### config.mk
export PLATFORM = sky130hd
export DESIGN_NAME = header_synced_xor_frame_parser_unit_flat
export DESIGN_NICKNAME = d
export VERILOG_FILES = /design/src/sv/hsxfp_pkg.sv /design/src/sv/hsxfp_req_if.sv /design/src/sv/hsxfp_rsp_if.sv /design/src/sv/header_synced_xor_frame_parser_unit.sv /design/src/sv/hsxfp_front.sv /design/src/sv/hsxfp_queue.sv /design/src/sv/hsxfp_back.sv /design/src/flat_wrapper.sv
export SDC_FILE = /design/constraint.sdc
export NUM_CORES = 1
export LEC_CHECK = 0
export ABC_AREA = 1
export BUFFER_PORTS_ARGS = -buffer_cell sky130_fd_sc_hd__buf_2
export CAP_MARGIN = 0
export CORE_MARGIN = 1.5
export CORE_UTILIZATION = 30
export CTS_CLUSTER_SIZE = 14
export DETAILED_ROUTE_END_ITERATION = 16
export GPL_ROUTABILITY_DRIVEN = 0
export SYNTH_ARGS = -nofsm -noshare
export SYNTH_HDL_FRONTEND = slang
export SYNTH_SLANG_ARGS = --single-unit
### constraint.sdc
create_clock -name clock -period 6.6 [get_ports clock]
set_input_delay 0.99 -clock clock [delete_from_list [all_inputs] [get_ports clock]]
set_output_delay 0.99 -clock clock [all_outputs]
set_load 0.02 [all_outputs]
### src/sv/hsxfp_pkg.sv
// Shared types and constants for the header synced XOR frame parser.
// No dependencies; every other file of the block depends on this package.
`timescale 1ns / 1ps
package hsxfp_pkg;

   localparam int BYTE_W        = 8;
   localparam int POS_W         = 4;
   localparam int PAYLOAD_BYTES = 7;
   localparam int PAYLOAD_W     = PAYLOAD_BYTES * BYTE_W;
   localparam int SLOT_W        = 3;
   localparam int COUNT_W       = 32;
   localparam int STATUS_W      = 2;
   localparam int CSR_INDEX_W   = 2;
   localparam int CSR_DATA_W    = 8;
   localparam int QUEUE_DEPTH   = 2;

   // Register indexes of the configuration port.
   localparam logic [CSR_INDEX_W-1:0] CSR_HEADER_FIRST  = 2'd0;
   localparam logic [CSR_INDEX_W-1:0] CSR_HEADER_SECOND = 2'd1;
   localparam logic [CSR_INDEX_W-1:0] CSR_TAIL_BYTE     = 2'd2;

   localparam logic [BYTE_W-1:0] HEADER_FIRST_RESET  = 8'hAA;
   localparam logic [BYTE_W-1:0] HEADER_SECOND_RESET = 8'h55;
   localparam logic [BYTE_W-1:0] TAIL_BYTE_RESET     = 8'h00;

   typedef enum logic [STATUS_W-1:0] {
      STATUS_GOOD     = 2'd0,
      STATUS_TAIL_BAD = 2'd1,
      STATUS_XOR_BAD  = 2'd2
   } status_type;

   typedef enum logic [2:0] {
      FS_HUNT = 3'b001,
      FS_SYNC = 3'b010,
      FS_BODY = 3'b100
   } frame_state_type;

   typedef struct packed {
      logic [BYTE_W-1:0] header_first;
      logic [BYTE_W-1:0] header_second;
      logic [BYTE_W-1:0] tail_byte;
   } cfg_type;

   // One classified frame on its way from the front to the back.
   typedef struct packed {
      status_type           status;
      logic [PAYLOAD_W-1:0] payload;
   } frame_entry_type;

endpackage

### src/sv/hsxfp_req_if.sv
// Byte channel into the parser: valid, ready and one received byte.
// Depends on hsxfp_pkg for the byte width.
`timescale 1ns / 1ps
interface hsxfp_req_if;
   logic                        valid;
   logic                        ready;
   logic [hsxfp_pkg::BYTE_W-1:0] rx_byte;

   modport source (output valid, output rx_byte, input ready);
   modport sink   (input valid, input rx_byte, output ready);
endinterface

### src/sv/hsxfp_rsp_if.sv
// Result channel out of the parser: status, payload and frame counters.
// Depends on hsxfp_pkg for the field widths.
`timescale 1ns / 1ps
interface hsxfp_rsp_if;
   logic                           valid;
   logic                           ready;
   logic [hsxfp_pkg::STATUS_W-1:0]  status;
   logic [hsxfp_pkg::PAYLOAD_W-1:0] payload;
   logic [hsxfp_pkg::COUNT_W-1:0]   good_frames;
   logic [hsxfp_pkg::COUNT_W-1:0]   dropped_frames;

   modport source (output valid, output status, output payload, output good_frames,
                   output dropped_frames, input ready);
   modport sink   (input valid, input status, input payload, input good_frames,
                   input dropped_frames, output ready);
endinterface

### src/sv/header_synced_xor_frame_parser_unit.sv
// Top level of the header synced XOR frame parser: registers, front, queue, back.
// Depends on hsxfp_pkg, hsxfp_req_if, hsxfp_rsp_if, hsxfp_front, hsxfp_queue, hsxfp_back.
//
//   Channel   Direction  Beat carries
//   req_chan  in         rx_byte, one received serial byte
//   rsp_chan  out        status, payload, good_frames, dropped_frames
//   csr_*     in         write enable, register index, 8-bit data
//
// One byte is accepted per cycle while req_chan.ready is high. A result beat shows
// on rsp_chan after the last byte of a frame, through the frame queue and into the output
// register. The frame queue holds two classified frames; req_chan.ready falls only
// when it is full, which takes a result beat held in the output register by a
// rsp_chan stall with two more completed frames queued behind it.
// Synchronous reset returns the hunt, queue, counters and registers to their reset values.
`timescale 1ns / 1ps
module header_synced_xor_frame_parser_unit #(
   parameter int FRAME_BYTES = 11
) (
   input  logic                                clock,
   input  logic                                reset,
   hsxfp_req_if.sink                           req_chan,
   hsxfp_rsp_if.source                         rsp_chan,
   input  logic                                csr_wr_en,
   input  logic [hsxfp_pkg::CSR_INDEX_W-1:0]   csr_index,
   input  logic [hsxfp_pkg::CSR_DATA_W-1:0]    csr_wdata
);
   import hsxfp_pkg::*;

   cfg_type         cfg_ff, cfg_in;
   logic            push;
   logic            pop;
   logic            queue_full;
   logic            queue_empty;
   frame_entry_type push_entry;
   frame_entry_type head;

   // Configuration registers; writes beyond the list are dropped.
   always_comb begin
      cfg_in = cfg_ff;
      if (csr_wr_en) begin
         case (csr_index)
            CSR_HEADER_FIRST:  cfg_in.header_first  = csr_wdata;
            CSR_HEADER_SECOND: cfg_in.header_second = csr_wdata;
            CSR_TAIL_BYTE:     cfg_in.tail_byte     = csr_wdata;
            default:           cfg_in = cfg_ff;
         endcase
      end
   end

   always_ff @(posedge clock) begin
      if (reset) begin
         cfg_ff.header_first  <= HEADER_FIRST_RESET;
         cfg_ff.header_second <= HEADER_SECOND_RESET;
         cfg_ff.tail_byte     <= TAIL_BYTE_RESET;
      end else begin
         cfg_ff <= cfg_in;
      end
   end

   // The front end hunts for the header, collects the frame and classifies it
   // as soon as the checksum byte arrives.
   hsxfp_front #(
      .FRAME_BYTES (FRAME_BYTES)
   ) u_front (
      .clock      (clock),
      .reset      (reset),
      .cfg        (cfg_ff),
      .req_chan   (req_chan),
      .queue_full (queue_full),
      .push       (push),
      .push_entry (push_entry)
   );

   hsxfp_queue u_queue (
      .clock      (clock),
      .reset      (reset),
      .push       (push),
      .push_entry (push_entry),
      .pop        (pop),
      .head       (head),
      .full       (queue_full),
      .empty      (queue_empty)
   );

   // The back end keeps the frame counters and drives the result beat.
   hsxfp_back u_back (
      .clock       (clock),
      .reset       (reset),
      .head        (head),
      .queue_empty (queue_empty),
      .pop         (pop),
      .rsp_chan    (rsp_chan)
   );

   // A finished frame must never be pushed into a full queue.
   assert property (@(posedge clock) disable iff (reset) push |-> !queue_full)
      else $error("frame pushed into a full queue");

   // Dropped frames carry an all-zero payload.
   assert property (@(posedge clock) disable iff (reset)
      (rsp_chan.valid && rsp_chan.status != STATUS_GOOD) |-> (rsp_chan.payload == '0))
      else $error("dropped frame with nonzero payload");

   // Each popped frame advances exactly one of the two counters by one.
   assert property (@(posedge clock) disable iff (reset)
      pop |=> ((rsp_chan.good_frames + rsp_chan.dropped_frames)
               == COUNT_W'($past(rsp_chan.good_frames + rsp_chan.dropped_frames) + 1)))
      else $error("frame counters did not advance by one");

endmodule

### src/sv/hsxfp_front.sv
// Front end: header hunt, frame collection, running XOR and classification.
// Depends on hsxfp_pkg and hsxfp_req_if; pushes finished frames to the queue.
`timescale 1ns / 1ps
module hsxfp_front #(
   parameter int FRAME_BYTES = 11
) (
   input  logic                       clock,
   input  logic                       reset,
   input  hsxfp_pkg::cfg_type         cfg,
   hsxfp_req_if.sink                  req_chan,
   input  logic                       queue_full,
   output logic                       push,
   output hsxfp_pkg::frame_entry_type push_entry
);
   import hsxfp_pkg::*;

   localparam logic [POS_W-1:0] LAST_POS  = POS_W'(FRAME_BYTES - 1);
   localparam logic [POS_W-1:0] TAIL_POS  = POS_W'(FRAME_BYTES - 2);
   localparam logic [POS_W-1:0] BODY_END  = POS_W'(FRAME_BYTES - 3);
   localparam logic [POS_W-1:0] BODY_POS  = POS_W'(2);

   frame_state_type      state_ff, state_in;
   logic [POS_W-1:0]     pos_ff, pos_in;
   logic [BYTE_W-1:0]    xor_ff, xor_in;
   logic                 tail_ok_ff, tail_ok_in;
   logic [PAYLOAD_W-1:0] payload_ff, payload_in;
   logic                 accept;
   logic [BYTE_W-1:0]    rx;
   logic [SLOT_W-1:0]    slot;

   assign req_chan.ready = !queue_full;
   assign accept         = req_chan.valid && !queue_full;
   assign rx             = req_chan.rx_byte;
   assign slot           = SLOT_W'(pos_ff - BODY_POS);

   always_comb begin
      state_in   = state_ff;
      pos_in     = pos_ff;
      xor_in     = xor_ff;
      tail_ok_in = tail_ok_ff;
      payload_in = payload_ff;
      push       = 1'b0;
      push_entry.status  = STATUS_GOOD;
      push_entry.payload = payload_ff;
      if (accept) begin
         unique case (state_ff)
            FS_HUNT: begin
               if (rx == cfg.header_first) begin
                  state_in = FS_SYNC;
                  xor_in   = rx;
               end
            end
            FS_SYNC: begin
               if (rx == cfg.header_second) begin
                  state_in   = FS_BODY;
                  pos_in     = BODY_POS;
                  xor_in     = xor_ff ^ rx;
                  tail_ok_in = 1'b0;
                  payload_in = '0;
               end else if (rx == cfg.header_first) begin
                  xor_in = rx;
               end else begin
                  state_in = FS_HUNT;
               end
            end
            FS_BODY: begin
               pos_in = pos_ff + POS_W'(1);
               xor_in = xor_ff ^ rx;
               if (pos_ff <= BODY_END) begin
                  payload_in[slot*BYTE_W +: BYTE_W] = rx;
               end
               if (pos_ff == TAIL_POS) begin
                  tail_ok_in = (rx == cfg.tail_byte);
               end
               if (pos_ff == LAST_POS) begin
                  state_in = FS_HUNT;
                  push     = 1'b1;
                  // Tail is checked before the checksum.
                  if (!tail_ok_ff) begin
                     push_entry.status  = STATUS_TAIL_BAD;
                     push_entry.payload = '0;
                  end else if (xor_ff != rx) begin
                     push_entry.status  = STATUS_XOR_BAD;
                     push_entry.payload = '0;
                  end
               end
            end
            default: state_in = FS_HUNT;
         endcase
      end
   end

   always_ff @(posedge clock) begin
      if (reset) begin
         state_ff <= FS_HUNT;
         pos_ff   <= '0;
      end else begin
         state_ff <= state_in;
         pos_ff   <= pos_in;
      end
      xor_ff     <= xor_in;
      tail_ok_ff <= tail_ok_in;
      payload_ff <= payload_in;
   end

endmodule

### src/sv/hsxfp_queue.sv
// Short queue of classified frames between the front and back ends.
// Depends on hsxfp_pkg for the entry type and depth.
`timescale 1ns / 1ps
module hsxfp_queue (
   input  logic                       clock,
   input  logic                       reset,
   input  logic                       push,
   input  hsxfp_pkg::frame_entry_type push_entry,
   input  logic                       pop,
   output hsxfp_pkg::frame_entry_type head,
   output logic                       full,
   output logic                       empty
);
   import hsxfp_pkg::*;

   localparam int PTR_W = $clog2(QUEUE_DEPTH);
   localparam int CNT_W = $clog2(QUEUE_DEPTH + 1);
   localparam logic [PTR_W-1:0] LAST_SLOT = PTR_W'(QUEUE_DEPTH - 1);

   frame_entry_type  slots_ff [QUEUE_DEPTH];
   logic [PTR_W-1:0] wr_ptr_ff, wr_ptr_in;
   logic [PTR_W-1:0] rd_ptr_ff, rd_ptr_in;
   logic [CNT_W-1:0] count_ff, count_in;

   assign full  = (count_ff == CNT_W'(QUEUE_DEPTH));
   assign empty = (count_ff == '0);
   assign head  = slots_ff[rd_ptr_ff];

   always_comb begin
      wr_ptr_in = wr_ptr_ff;
      rd_ptr_in = rd_ptr_ff;
      count_in  = count_ff;
      if (push) begin
         wr_ptr_in = (wr_ptr_ff == LAST_SLOT) ? '0 : wr_ptr_ff + PTR_W'(1);
      end
      if (pop) begin
         rd_ptr_in = (rd_ptr_ff == LAST_SLOT) ? '0 : rd_ptr_ff + PTR_W'(1);
      end
      if (push && !pop) begin
         count_in = count_ff + CNT_W'(1);
      end else if (pop && !push) begin
         count_in = count_ff - CNT_W'(1);
      end
   end

   always_ff @(posedge clock) begin
      if (reset) begin
         wr_ptr_ff <= '0;
         rd_ptr_ff <= '0;
         count_ff  <= '0;
      end else begin
         wr_ptr_ff <= wr_ptr_in;
         rd_ptr_ff <= rd_ptr_in;
         count_ff  <= count_in;
      end
      if (push) begin
         slots_ff[wr_ptr_ff] <= push_entry;
      end
   end

endmodule

### src/sv/hsxfp_back.sv
// Back end: frame counters and the registered result beat.
// Depends on hsxfp_pkg and hsxfp_rsp_if; pops entries from the queue.
`timescale 1ns / 1ps
module hsxfp_back (
   input  logic                       clock,
   input  logic                       reset,
   input  hsxfp_pkg::frame_entry_type head,
   input  logic                       queue_empty,
   output logic                       pop,
   hsxfp_rsp_if.source                rsp_chan
);
   import hsxfp_pkg::*;

   logic                 valid_ff, valid_in;
   status_type           status_ff;
   logic [PAYLOAD_W-1:0] payload_ff;
   logic [COUNT_W-1:0]   good_ff, good_in;
   logic [COUNT_W-1:0]   drop_ff, drop_in;

   assign pop = !queue_empty && (!valid_ff || rsp_chan.ready);

   always_comb begin
      valid_in = valid_ff;
      good_in  = good_ff;
      drop_in  = drop_ff;
      if (pop) begin
         valid_in = 1'b1;
         if (head.status == STATUS_GOOD) begin
            good_in = good_ff + COUNT_W'(1);
         end else begin
            drop_in = drop_ff + COUNT_W'(1);
         end
      end else if (rsp_chan.ready) begin
         valid_in = 1'b0;
      end
   end

   always_ff @(posedge clock) begin
      if (reset) begin
         valid_ff <= 1'b0;
         good_ff  <= '0;
         drop_ff  <= '0;
      end else begin
         valid_ff <= valid_in;
         good_ff  <= good_in;
         drop_ff  <= drop_in;
      end
      if (pop) begin
         status_ff  <= head.status;
         payload_ff <= head.payload;
      end
   end

   // The counters only move when a beat is loaded, so they double as its fields.
   assign rsp_chan.valid          = valid_ff;
   assign rsp_chan.status         = status_ff;
   assign rsp_chan.payload        = payload_ff;
   assign rsp_chan.good_frames    = good_ff;
   assign rsp_chan.dropped_frames = drop_ff;

endmodule
### src/flat_wrapper.sv
// flat-port wrapper written by rule: the top's interface ports become plain ports
module header_synced_xor_frame_parser_unit_flat import hsxfp_pkg::*;
#(
   parameter int FRAME_BYTES = 11
)
  (clock, reset, csr_wr_en, csr_index, csr_wdata, req_chan_valid, req_chan_rx_byte, req_chan_ready, rsp_chan_valid, rsp_chan_status, rsp_chan_payload, rsp_chan_good_frames, rsp_chan_dropped_frames, rsp_chan_ready);
  hsxfp_req_if req_chan_i ();
  hsxfp_rsp_if rsp_chan_i ();
  input  logic clock;
  input  logic reset;
  input  logic csr_wr_en;
  input  logic [hsxfp_pkg::CSR_INDEX_W-1:0] csr_index;
  input  logic [hsxfp_pkg::CSR_DATA_W-1:0] csr_wdata;
  input wire logic [$bits(req_chan_i.valid)-1:0] req_chan_valid;
  input wire logic [$bits(req_chan_i.rx_byte)-1:0] req_chan_rx_byte;
  output wire logic [$bits(req_chan_i.ready)-1:0] req_chan_ready;
  output wire logic [$bits(rsp_chan_i.valid)-1:0] rsp_chan_valid;
  output wire logic [$bits(rsp_chan_i.status)-1:0] rsp_chan_status;
  output wire logic [$bits(rsp_chan_i.payload)-1:0] rsp_chan_payload;
  output wire logic [$bits(rsp_chan_i.good_frames)-1:0] rsp_chan_good_frames;
  output wire logic [$bits(rsp_chan_i.dropped_frames)-1:0] rsp_chan_dropped_frames;
  input wire logic [$bits(rsp_chan_i.ready)-1:0] rsp_chan_ready;
  assign req_chan_i.valid = req_chan_valid;
  assign req_chan_i.rx_byte = req_chan_rx_byte;
  assign req_chan_ready = req_chan_i.ready;
  assign rsp_chan_valid = rsp_chan_i.valid;
  assign rsp_chan_status = rsp_chan_i.status;
  assign rsp_chan_payload = rsp_chan_i.payload;
  assign rsp_chan_good_frames = rsp_chan_i.good_frames;
  assign rsp_chan_dropped_frames = rsp_chan_i.dropped_frames;
  assign rsp_chan_i.ready = rsp_chan_ready;
  header_synced_xor_frame_parser_unit #(.FRAME_BYTES(FRAME_BYTES)) u_core (.clock(clock), .reset(reset), .req_chan(req_chan_i), .rsp_chan(rsp_chan_i), .csr_wr_en(csr_wr_en), .csr_index(csr_index), .csr_wdata(csr_wdata));
endmodule
; ---- Word level (Yosys, flattened, before mapping)
; Memory sizes are Yosys's and may differ from the RTL's. A register that Yosys moved wholly into a read port is not among the register bits.
; Index checks and enable logic that the tools add are counted.
[classes]
mux = 35
add_sub_neg = 9
reduce_logical = 27
shift = 2
order_cmp = 1
n_bitwise = 2
n_eq_ne = 18
[op_table]
columns = op, count
row1 = $mux 58, 5
row2 = $mux 56, 2
row3 = $pmux 56 s2, 1
row4 = $add 32x1->32 const B, 2
row5 = $bwmux 56, 1
row6 = $shift 8x34->56 const A, 1
row7 = $shiftx 8x34->56, 1
row8 = $neg 6->34, 1
row9 = $eq 8x8->1, 3
row10 = $pmux 8 s3, 1
row11 = $mux 8, 2
row12 = $mux 1, 13
row13 = $mux 3, 4
row14 = $reduce_and 2->1, 6
row15 = $reduce_and 4->1, 3
row16 = $ne 2x2->1 const B, 5
row17 = $pmux 3 s3, 1
row18 = $eq 4x4->1 const B, 2
row19 = $ne 8x8->1, 1
row20 = $pmux 4 s2, 1
row21 = $xor 8x8->8, 1
row22 = $logic_not 2->1, 3
row23 = $reduce_bool 2->1, 3
row24 = $logic_not 1->1, 5
row25 = other kinds (20), 26
[totals]
reg_bits = 223
n_memories = 1
output_inout_bits = 124
in_bits = 23
elab_cells = 111
ram_bits = 116
[mem_list]
columns = name, depth, word_bits, read_ports, rd_ports_with_merged_regs, wr, line_no
row1 = u_core.u_queue.slots_ff, 2, 58, 1, 1, 1, hsxfp_queue.sv:20  ; frame_entry_type slots_ff [QUEUE_DEPTH];

; ---- Longest topological paths before layout
; Gate-level depths: netlist of the first run.
[logic_depth]
depth_word = 8
ltp_mapped = 13

; ---- Modules after synthesis
; Synthesis of the first run repeated with hierarchy kept, for this count alone.
[hier_totals]
hier_cells = 1596
area_unflattened_um2 = 15511.1
[by_module_without_submodules]
columns = module, instances, cells_per_inst, area_each_um2, seq_area_each_um2
row1 = hsxfp_back, 1, 641, 5382.7, 3042.9
row2 = hsxfp_front, 1, 600, 4620.7, 2092.0
row3 = hsxfp_queue, 1, 213, 4486.8, 3583.4
row4 = header_synced_xor_frame_parser_unit, 1, 142, 1021.0, 480.5

; ---- Worst setup path after synthesis of the first run
; No wires, ideal clock.
[synth_path]
path_kind = input-to-reg
startpoint = input port req_chan_rx_byte[3]
endpoint = register u_core.u_front.payload_ff[0] (enable)
slack_ns = 1.424
stages = 8
t_required_ns = 6.097
arrival_time_ns = 4.673
n_path_buf = 1
setup_time_ns = 0.503
path_cell_list = clkbuf_2 xnor2_1 nand2_1 nor2_1 nand3_1 nand2_1 nand2_1 a31oi_1
[synth_between]
elab_chain_len = 3
[synth_lines]
columns = element, line_no
row1 = from (decl), flat_wrapper.sv:15  ; input wire logic [$bits(req_chan_i.rx_byte)-1:0] req_chan_rx_byte;
row2 = $eq 8x8->1, hsxfp_front.sv:54  ; if (rx == cfg.header_second) begin
row3 = $ne 2x2->1 (no line), n/a
row4 = $reduce_and 4->1 (no line), n/a
row5 = to (signal assigned), hsxfp_front.sv:103  ; payload_ff <= payload_in;
row6 = to (decl), hsxfp_front.sv:26  ; logic [PAYLOAD_W-1:0] payload_ff, payload_in;
; Every way passes these cells.
; A chain may end at the register's enable or synchronous reset.

; ---- Worst setup path in the final report of the first run
[layout_path]
startpoint = register u_core.u_front.pos_ff[0]
endpoint = register u_core.u_front.payload_ff[7] (data pin)
[layout_between]
elab_chain_len = 6
[layout_lines]
columns = element, line_no
row1 = from (decl), hsxfp_front.sv:23  ; logic [POS_W-1:0] pos_ff, pos_in;
row2 = from (signal assigned), hsxfp_front.sv:99  ; pos_ff <= pos_in;
row3 = $sub 3x2->3 (*), hsxfp_front.sv:34  ; assign slot = SLOT_W'(pos_ff - BODY_POS);
row4 = $neg 6->34 (*), hsxfp_front.sv:70  ; payload_in[slot*BYTE_W +: BYTE_W] = rx;
row5 = $shiftx 8x34->56 or $shift 8x34->56 (tied branches), hsxfp_front.sv:70
row6 = $bwmux 56 (*), hsxfp_front.sv:70
row7 = $mux 56 (*), hsxfp_front.sv:69  ; if (pos_ff <= BODY_END) begin
row8 = $pmux 56 s2 (*), hsxfp_front.sv:46  ; unique case (state_ff)
; Every way passes the cells marked *; elsewhere a longest branch is shown, timed or not. The select of a mux whose other input is x is not followed.

==> summary.txt, run 1 <==
critical path arrival -> 3.63 ns
Critical Path Max Stage Delay -> 0.92 ns
ANT nets after route -> 0
yosys synthesis warning count -> 0
Worst slew margin -> 0.261
Final setup viols -> 0
die height -> 227 um
Required @ worst endpoint -> 6.94 ns
initial antenna violation count -> 2
largest net degree at the start of global routing -> 71
total die area -> 0.0514 mm2
Via density -> 4.69
Top FF cell, synth -> edfxtp_1
Rows -> 81
Setup WS pre-CTS -> 2.98 ns
DRT Pass-1 Iters -> 6
r2r worst-path depth -> 8
count of cell types in the netlist -> 41
WL final -> 36.3 mm
CP Cell Sequence -> inv_1 -> ha_1 -> inv_1 -> nor2_1 -> and3_1 -> o21ai_0 -> nand2_1 -> nor2_1
unrepaired setup endpoints after global routing -> no
syn_nets -> 1544
Non-Filler Instances -> 2340
crit-path leading delay family -> adder cells
period utilization -> 0.499
Syn Inst Count -> 1510
TritonCTS clock tree -> done
crit-path max FO -> 24
sequential share of the synthesized area -> 0.613
setup repair bufs after CTS -> 0
Port Buffer Count -> 146
worst path bufs/invs -> 2
number of DRC markers in iteration 0 -> 890
hpwl dp -> 24.6 mm
Root Buffer -> clkbuf_16
Final Hold Slack -> 0.451 ns
Slew @ Worst Pin -> 1.11 ns
total CTS buffers -> 40
max-slew violation count -> 0
# diodes -> 0
WP depth -> 8
total placed cells including tap cells -> 2274
final worst setup slack -> 3.31 ns
Starting Density -> 0.306
Overflow after GRT -> 0
Post-route DRC -> 0
Fin Setup TNS -> 0 ns
Hold Path Class -> flip-flop to flip-flop
Hold Buf Count CTS -> 0
Crit. End Element -> flip-flop
Tot Pwr -> 0.00589 W
Hold Fails Final Rpt -> 0
CTS sink cnt -> 340
share of cells above drive strength 1 -> 0.169
syn avg cell area -> 9.95 um2
Yosys reg bits -> 340
vias in the first global route -> 10562
reg2reg start -> u_core.u_front.pos_ff[0]
core footprint -> 0.0492 mm2
first-pass GRT wire length -> 56.9 mm
R2R Setup Slk -> 3.31 ns
Area Growth Syn to Fin -> 17.7%
Static Leak -> 6.50 nW
I/O Pins -> 147
Chip Width -> 227 um
post-CTS sizing -> 0
GRT Total Usage -> 0.140
clk_skew -> 0.0458 ns
Avg WL per Cell -> 15.5 um
CP Class -> flip-flop to flip-flop
vias -> 10972
CTS H-Tree Depth -> 2
R2R Path End -> u_core.u_front.payload_ff[7]
synthesized cell area -> 0.0150 mm2
Post-synth EDFFs -> 239
outcome -> completed
startpoint types -> flip-flop
PD cells -> 333 mW/mm2
Worst Hold Depth -> 1
crit path max-delay cell type -> ha_1
Post-synth ARST share -> 0
Clock Path Buffers -> 3
hold_sp -> u_core.u_queue.rd_ptr_ff
Fmax -> 304 MHz
min cycle time layout -> 3.29 ns
CTS clk-pin slew, worst paths -> 0.06 ns
number of max-cap violations -> 0
Final #Nets -> 1686
Peak VDD IR -> 0.212 mV
worst-skew pair later-pin latency -> 0.58 ns
==> cells in the final DEF, fill, tap and decap left out, types with 9 or more instances in the layout <==
cell / instances
inv_1: 179
nand3_1: 46
nand2_1: 244
o211ai_1: 12
a31oi_1: 9
nor2_1: 184
xor2_1: 10
o21ai_0: 105
a211oi_1: 9
mux2_2: 56
ha_1: 11
xnor2_1: 15
nand4_1: 17
a21oi_1: 111
dfxtp_1: 100
buf_2: 146
edfxtp_1: 239
nor3_1: 55
clkbuf_16: 40
==> worst max-delay path by stage <==
stage / startpoint / end / slack [ns]
floorplan: req_chan_rx_byte[3] / u_core.u_front.payload_ff[0] / 1.42
global placement: rsp_chan_ready / u_core.u_back.rsp_chan.dropped_frames[23] / 3.03
detailed placement: rsp_chan_ready / u_core.u_back.rsp_chan.dropped_frames[23] / 2.98
CTS: u_core.u_front.pos_ff[0] / u_core.u_front.payload_ff[43] / 3.31
global route: u_core.u_front.pos_ff[0] / u_core.u_front.payload_ff[7] / 2.99
finish: u_core.u_front.pos_ff[0] / u_core.u_front.payload_ff[7] / 3.31
==> synthesized netlist by cell type, types with 7 or more instances <==
cell type / n / area, um2
nand2_1: 244 / 916
nand3b_1: 7 / 52.6
o211ai_1: 12 / 90.1
mux2_2: 56 / 631
a211oi_1: 9 / 67.6
xor2_1: 10 / 87.6
a21oi_1: 111 / 556
buf_2: 15 / 75.1
xnor2_1: 15 / 131
ha_1: 11 / 138
nand4_1: 17 / 106
o21ai_0: 105 / 526
nand3_1: 46 / 230
dfxtp_1: 101 / 2020
inv_1: 180 / 676
nor3_1: 55 / 275
nor2_1: 186 / 698
a31oi_1: 10 / 62.6
edfxtp_1: 239 / 7180
clkbuf_1: 26 / 97.6
==> sequential cells by signal, indices dropped and copies added, names as in the netlist, 2 cells and up, named ones only <==
name                                   count
u_core.u_front.xor_ff                      8
u_core.u_back.rsp_chan.dropped_frames     32
u_core.u_back.rsp_chan.good_frames        32
u_core.u_front.payload_ff                 56
u_core.u_back.rsp_chan.status              2
u_core.cfg_ff                             24
u_core.u_front.state_ff                    3
u_core.u_back.rsp_chan.payload            56
u_core.u_queue.slots_ff                  116
u_core.u_queue.count_ff                    2
u_core.u_front.pos_ff                      4
==> kinds of logic after synthesis <==
kind of cell,count (synthesis),synth area share
XOR/XNOR,25,0.0146
AO/OA/AOI/OAI,266,0.0958
buffers and inverters,237,0.0638
multiplexers,56,0.0420
AND/OR/NAND/NOR,575,0.162
adder cells (fa/ha/maj),11,0.00916
flip-flops,340,0.613
==> final cells by class <==
| type | count | area (um2) |
|---|---|---|
| repair buffers | 154 | 791 |
| clock inverters | 19 | 221 |
| clock buffers | 47 | 1040 |
| fillers | 4900 | 31500 |
| multi-input cells | 933 | 4900 |
| flip-flops and latches | 340 | 9200 |
| well taps | 664 | 831 |
| inverters | 183 | 687 |
==> per-stage QoR <==
stage,area (um2),util
2_1_floorplan,15000,-
4_1_cts,17700,0.359
6_report,17700,0.359
3_5_place_dp,16400,0.334
3_3_place_gp,16400,0.334
5_1_grt,17700,0.359
==> per-layer routing <==
layer  part of all wire  up-vias  track usage
li1                   -     5432            -
met5            0.00028        -            0
met4              0.019        2       0.0400
met2               0.46      274        0.224
met3              0.068       52       0.0416
met1               0.45     5212        0.184
==> power by group <==
group | total (W) | switching (W) | internal, W | leakage [nW]
Sequential | 0.00268 | 0.0000906 | 0.00259 | 3.07
Combinational | 0.00106 | 0.000726 | 0.000337 | 2.83
Clock | 0.00215 | 0.000901 | 0.00125 | 0.605
Power figures use the tool's default switching activity.
==> run 2: changes to the inputs <==
clock period = 3 ns   (was 6.6 ns; I/O delays follow)
==> summary.txt, run 2 (synthesized netlist as in run 1, its figures left out) <==
outcome -> completed
Chip Width -> 227 um (unchanged)
max-slew violation count -> 0 (unchanged)
crit-path leading delay family -> compound AO/OA/AOI/OAI gates
setup repair bufs after CTS -> 0 (unchanged)
Hold Fails Final Rpt -> 0 (unchanged)
PD cells -> 731 mW/mm2 (+120%)
Critical Path Max Stage Delay -> 0.66 ns (-0.26 ns)
area of the multi-input gates -> 0.00490 mm2 (unchanged)
I/O Pins -> 147 (unchanged)
GRT Total Usage -> 0.142 (+0.00184)
period utilization -> 0.863 (+0.364)
initial antenna violation count -> 4 (+2)
Fmax -> 386 MHz (+27%)
commonest non-fill, non-tap cell in the layout -> nand2_1
Overflow after GRT -> 0 (unchanged)
startpoint types -> flip-flop
Root Buffer -> clkbuf_16
Int Pwr -> 0.00930 W (+120%)
worst-skew pair later-pin latency -> 0.58 ns (about the same)
Port Buffer Count -> 146 (unchanged)
crit path max-delay cell type -> o21ai_4
first-pass GRT wire length -> 57.5 mm (+1.1%)
critical path arrival -> 2.86 ns (-0.77 ns)
total die area -> 0.0514 mm2 (unchanged)
Static Leak -> 6.62 nW (+1.9%)
number of max-cap violations -> 0 (unchanged)
CP Class -> flip-flop to flip-flop
FF/Latch Area -> 0.00920 mm2 (unchanged)
Final #Nets -> 1695 (+0.53%)
Hold Buf Count CTS -> 0 (unchanged)
clk_skew -> 0.0581 ns (+0.0123 ns)
NetSw -> 0.00379 W (+120%)
Required @ worst endpoint -> 3.27 ns (-3.67 ns)
TritonCTS clock tree -> done
DRT Pass-1 Iters -> 5 (-1)
ANT nets after route -> 0 (unchanged)
vias in the first global route -> 10658 (+0.91%)
Worst slew margin -> 0.447 (+0.187)
Fin Setup TNS -> 0 ns (unchanged)
die height -> 227 um (unchanged)
total placed cells including tap cells -> 2283 (+0.40%)
Clock Path Buffers -> 3 (unchanged)
Hold Path Class -> primary input to flip-flop
Flop pwr share -> 0.449 (-0.006)
crit-path max FO -> 25 (+4.2%)
CTS clk-pin slew, worst paths -> 0.06 ns (about the same)
Comb power frac -> 0.176 (-0.005)
Post-route DRC -> 0 (unchanged)
Area Growth Syn to Fin -> 19.2%
CTS H-Tree Depth -> 2 (unchanged)
CP Cell Sequence -> inv_1 -> ha_1 -> nand3_1 -> nor3_4 -> inv_2 -> o21ai_4 -> buf_4 -> nor2_1
CTS sink cnt -> 340 (unchanged)
Clock power frac -> 0.375 (+0.010)
Final setup viols -> 0 (unchanged)
Rows -> 81 (unchanged)
worst path bufs/invs -> 3 (+1)
Starting Density -> 0.306 (unchanged)
Filler Cells Inserted -> 4902 (+0.041%)
Via density -> 4.68 (-0.28%)
share of cells above drive strength 1 -> 0.180 (+0.0102)
max reg flops -> 116 (unchanged)
number of DRC markers in iteration 0 -> 774 (-13%)
Reg with most FFs -> u_core.u_queue.slots_ff
most frequent cells in the layout -> nand2_1 (244), edfxtp_1 (239), nor2_1 (184), inv_1 (179), buf_2 (146)
WL final -> 36.5 mm (+0.42%)
largest net degree at the start of global routing -> 62 (-13%)
min cycle time layout -> 2.59 ns (-0.702 ns)
Slew @ Worst Pin -> 0.826 ns (-0.282 ns)
R2R Setup Slk -> 0.41 ns (-2.90 ns)
Non-Filler Instances -> 2358 (+0.77%)
Peak VDD IR -> 0.443 mV (+110%)
Crit. End Element -> flip-flop
vias -> 11025 (+0.48%)
Avg WL per Cell -> 15.5 um (-0.35%)
unrepaired setup endpoints after global routing -> no
hpwl dp -> 25.2 mm (+2.4%)
post-CTS sizing -> 0 (unchanged)
switch share -> 0.289 (-0.00235)
total CTS buffers -> 40 (unchanged)
core footprint -> 0.0492 mm2 (unchanged)
run 2: cell count changes in the layout (fill, tap and decap cells not counted), sizes merged:
cell      delta
clkinvlp     -1
clkinv       +3
buf          +9
clkbuf       +4
bufinv       -1
inv          +2
diode        +2
run 2: routing by layer:
layer	global-route usage	up-vias	share of wire
met5	0	-	0.00036
met3	0.0368	44	0.058
met2	0.231	235	0.47
met4	0.0415	2	0.017
met1	0.186	5279	0.46
li1	-	5465	-
run 2: final cells by class:
cell class / count / share of cell area
Timing Repair Buffer: 163 / 0.0515
Inverter: 183 / 0.0384
Tap cell: 664 / 0.0464
Clock inverter: 22 / 0.0131
Sequential cell: 340 / 0.514
Antenna cell: 2 / 0.000280
Multi-Input combinational cell: 933 / 0.274
Clock buffer: 51 / 0.0624
run 2: worst paths after layout:
kind / cells past startpoint / from / end
worst min-delay path: 3 / csr_wdata[6] / u_core.cfg_ff[14]
worst min register to register: 1 / u_core.u_queue.rd_ptr_ff / flip-flop
worst max register to register: 8 / u_core.u_front.pos_ff[0] / u_core.u_queue.slots_ff[1][11]
worst max-delay path: 8 / u_core.u_front.pos_ff[0] / u_core.u_queue.slots_ff[1][11]
run 2: per-stage QoR:
stage	utilization	instance area [um2]	total power [W]	hold slack, ns	worst slack [ns]
floorplan	-	15000	0.00756	0.426	0.253
global placement	0.337	16500	0.00833	0.425	0.467
detailed placement	0.337	16500	0.00835	0.433	0.421
CTS	0.364	17900	0.0133	0.105	0.371
global route	0.364	17900	0.0137	0.121	0.246
finish	0.364	17900	0.0131	0.130	0.411
run 2: power groups by stage:
stage / combinational, W / clock, W / sequential [W]
2_1_floorplan: 0.00113 / 0 / 0.00643
3_3_place_gp: 0.00235 / 0 / 0.00597
3_5_place_dp: 0.00237 / 0 / 0.00599
4_1_cts: 0.00238 / 0.00503 / 0.00589
5_1_grt: 0.00255 / 0.00522 / 0.00593
6_report: 0.00230 / 0.00491 / 0.00587
run 2: worst register-to-register path: cells and delay by family (launching register included):
family,cells,cell delay (ns)
AND/OR/NAND/NOR,3,0.50
adder cells (fa/ha/maj),1,0.24
AO/OA/AOI/OAI,1,0.66
buffers and inverters,3,0.57
flip-flops,1,0.31
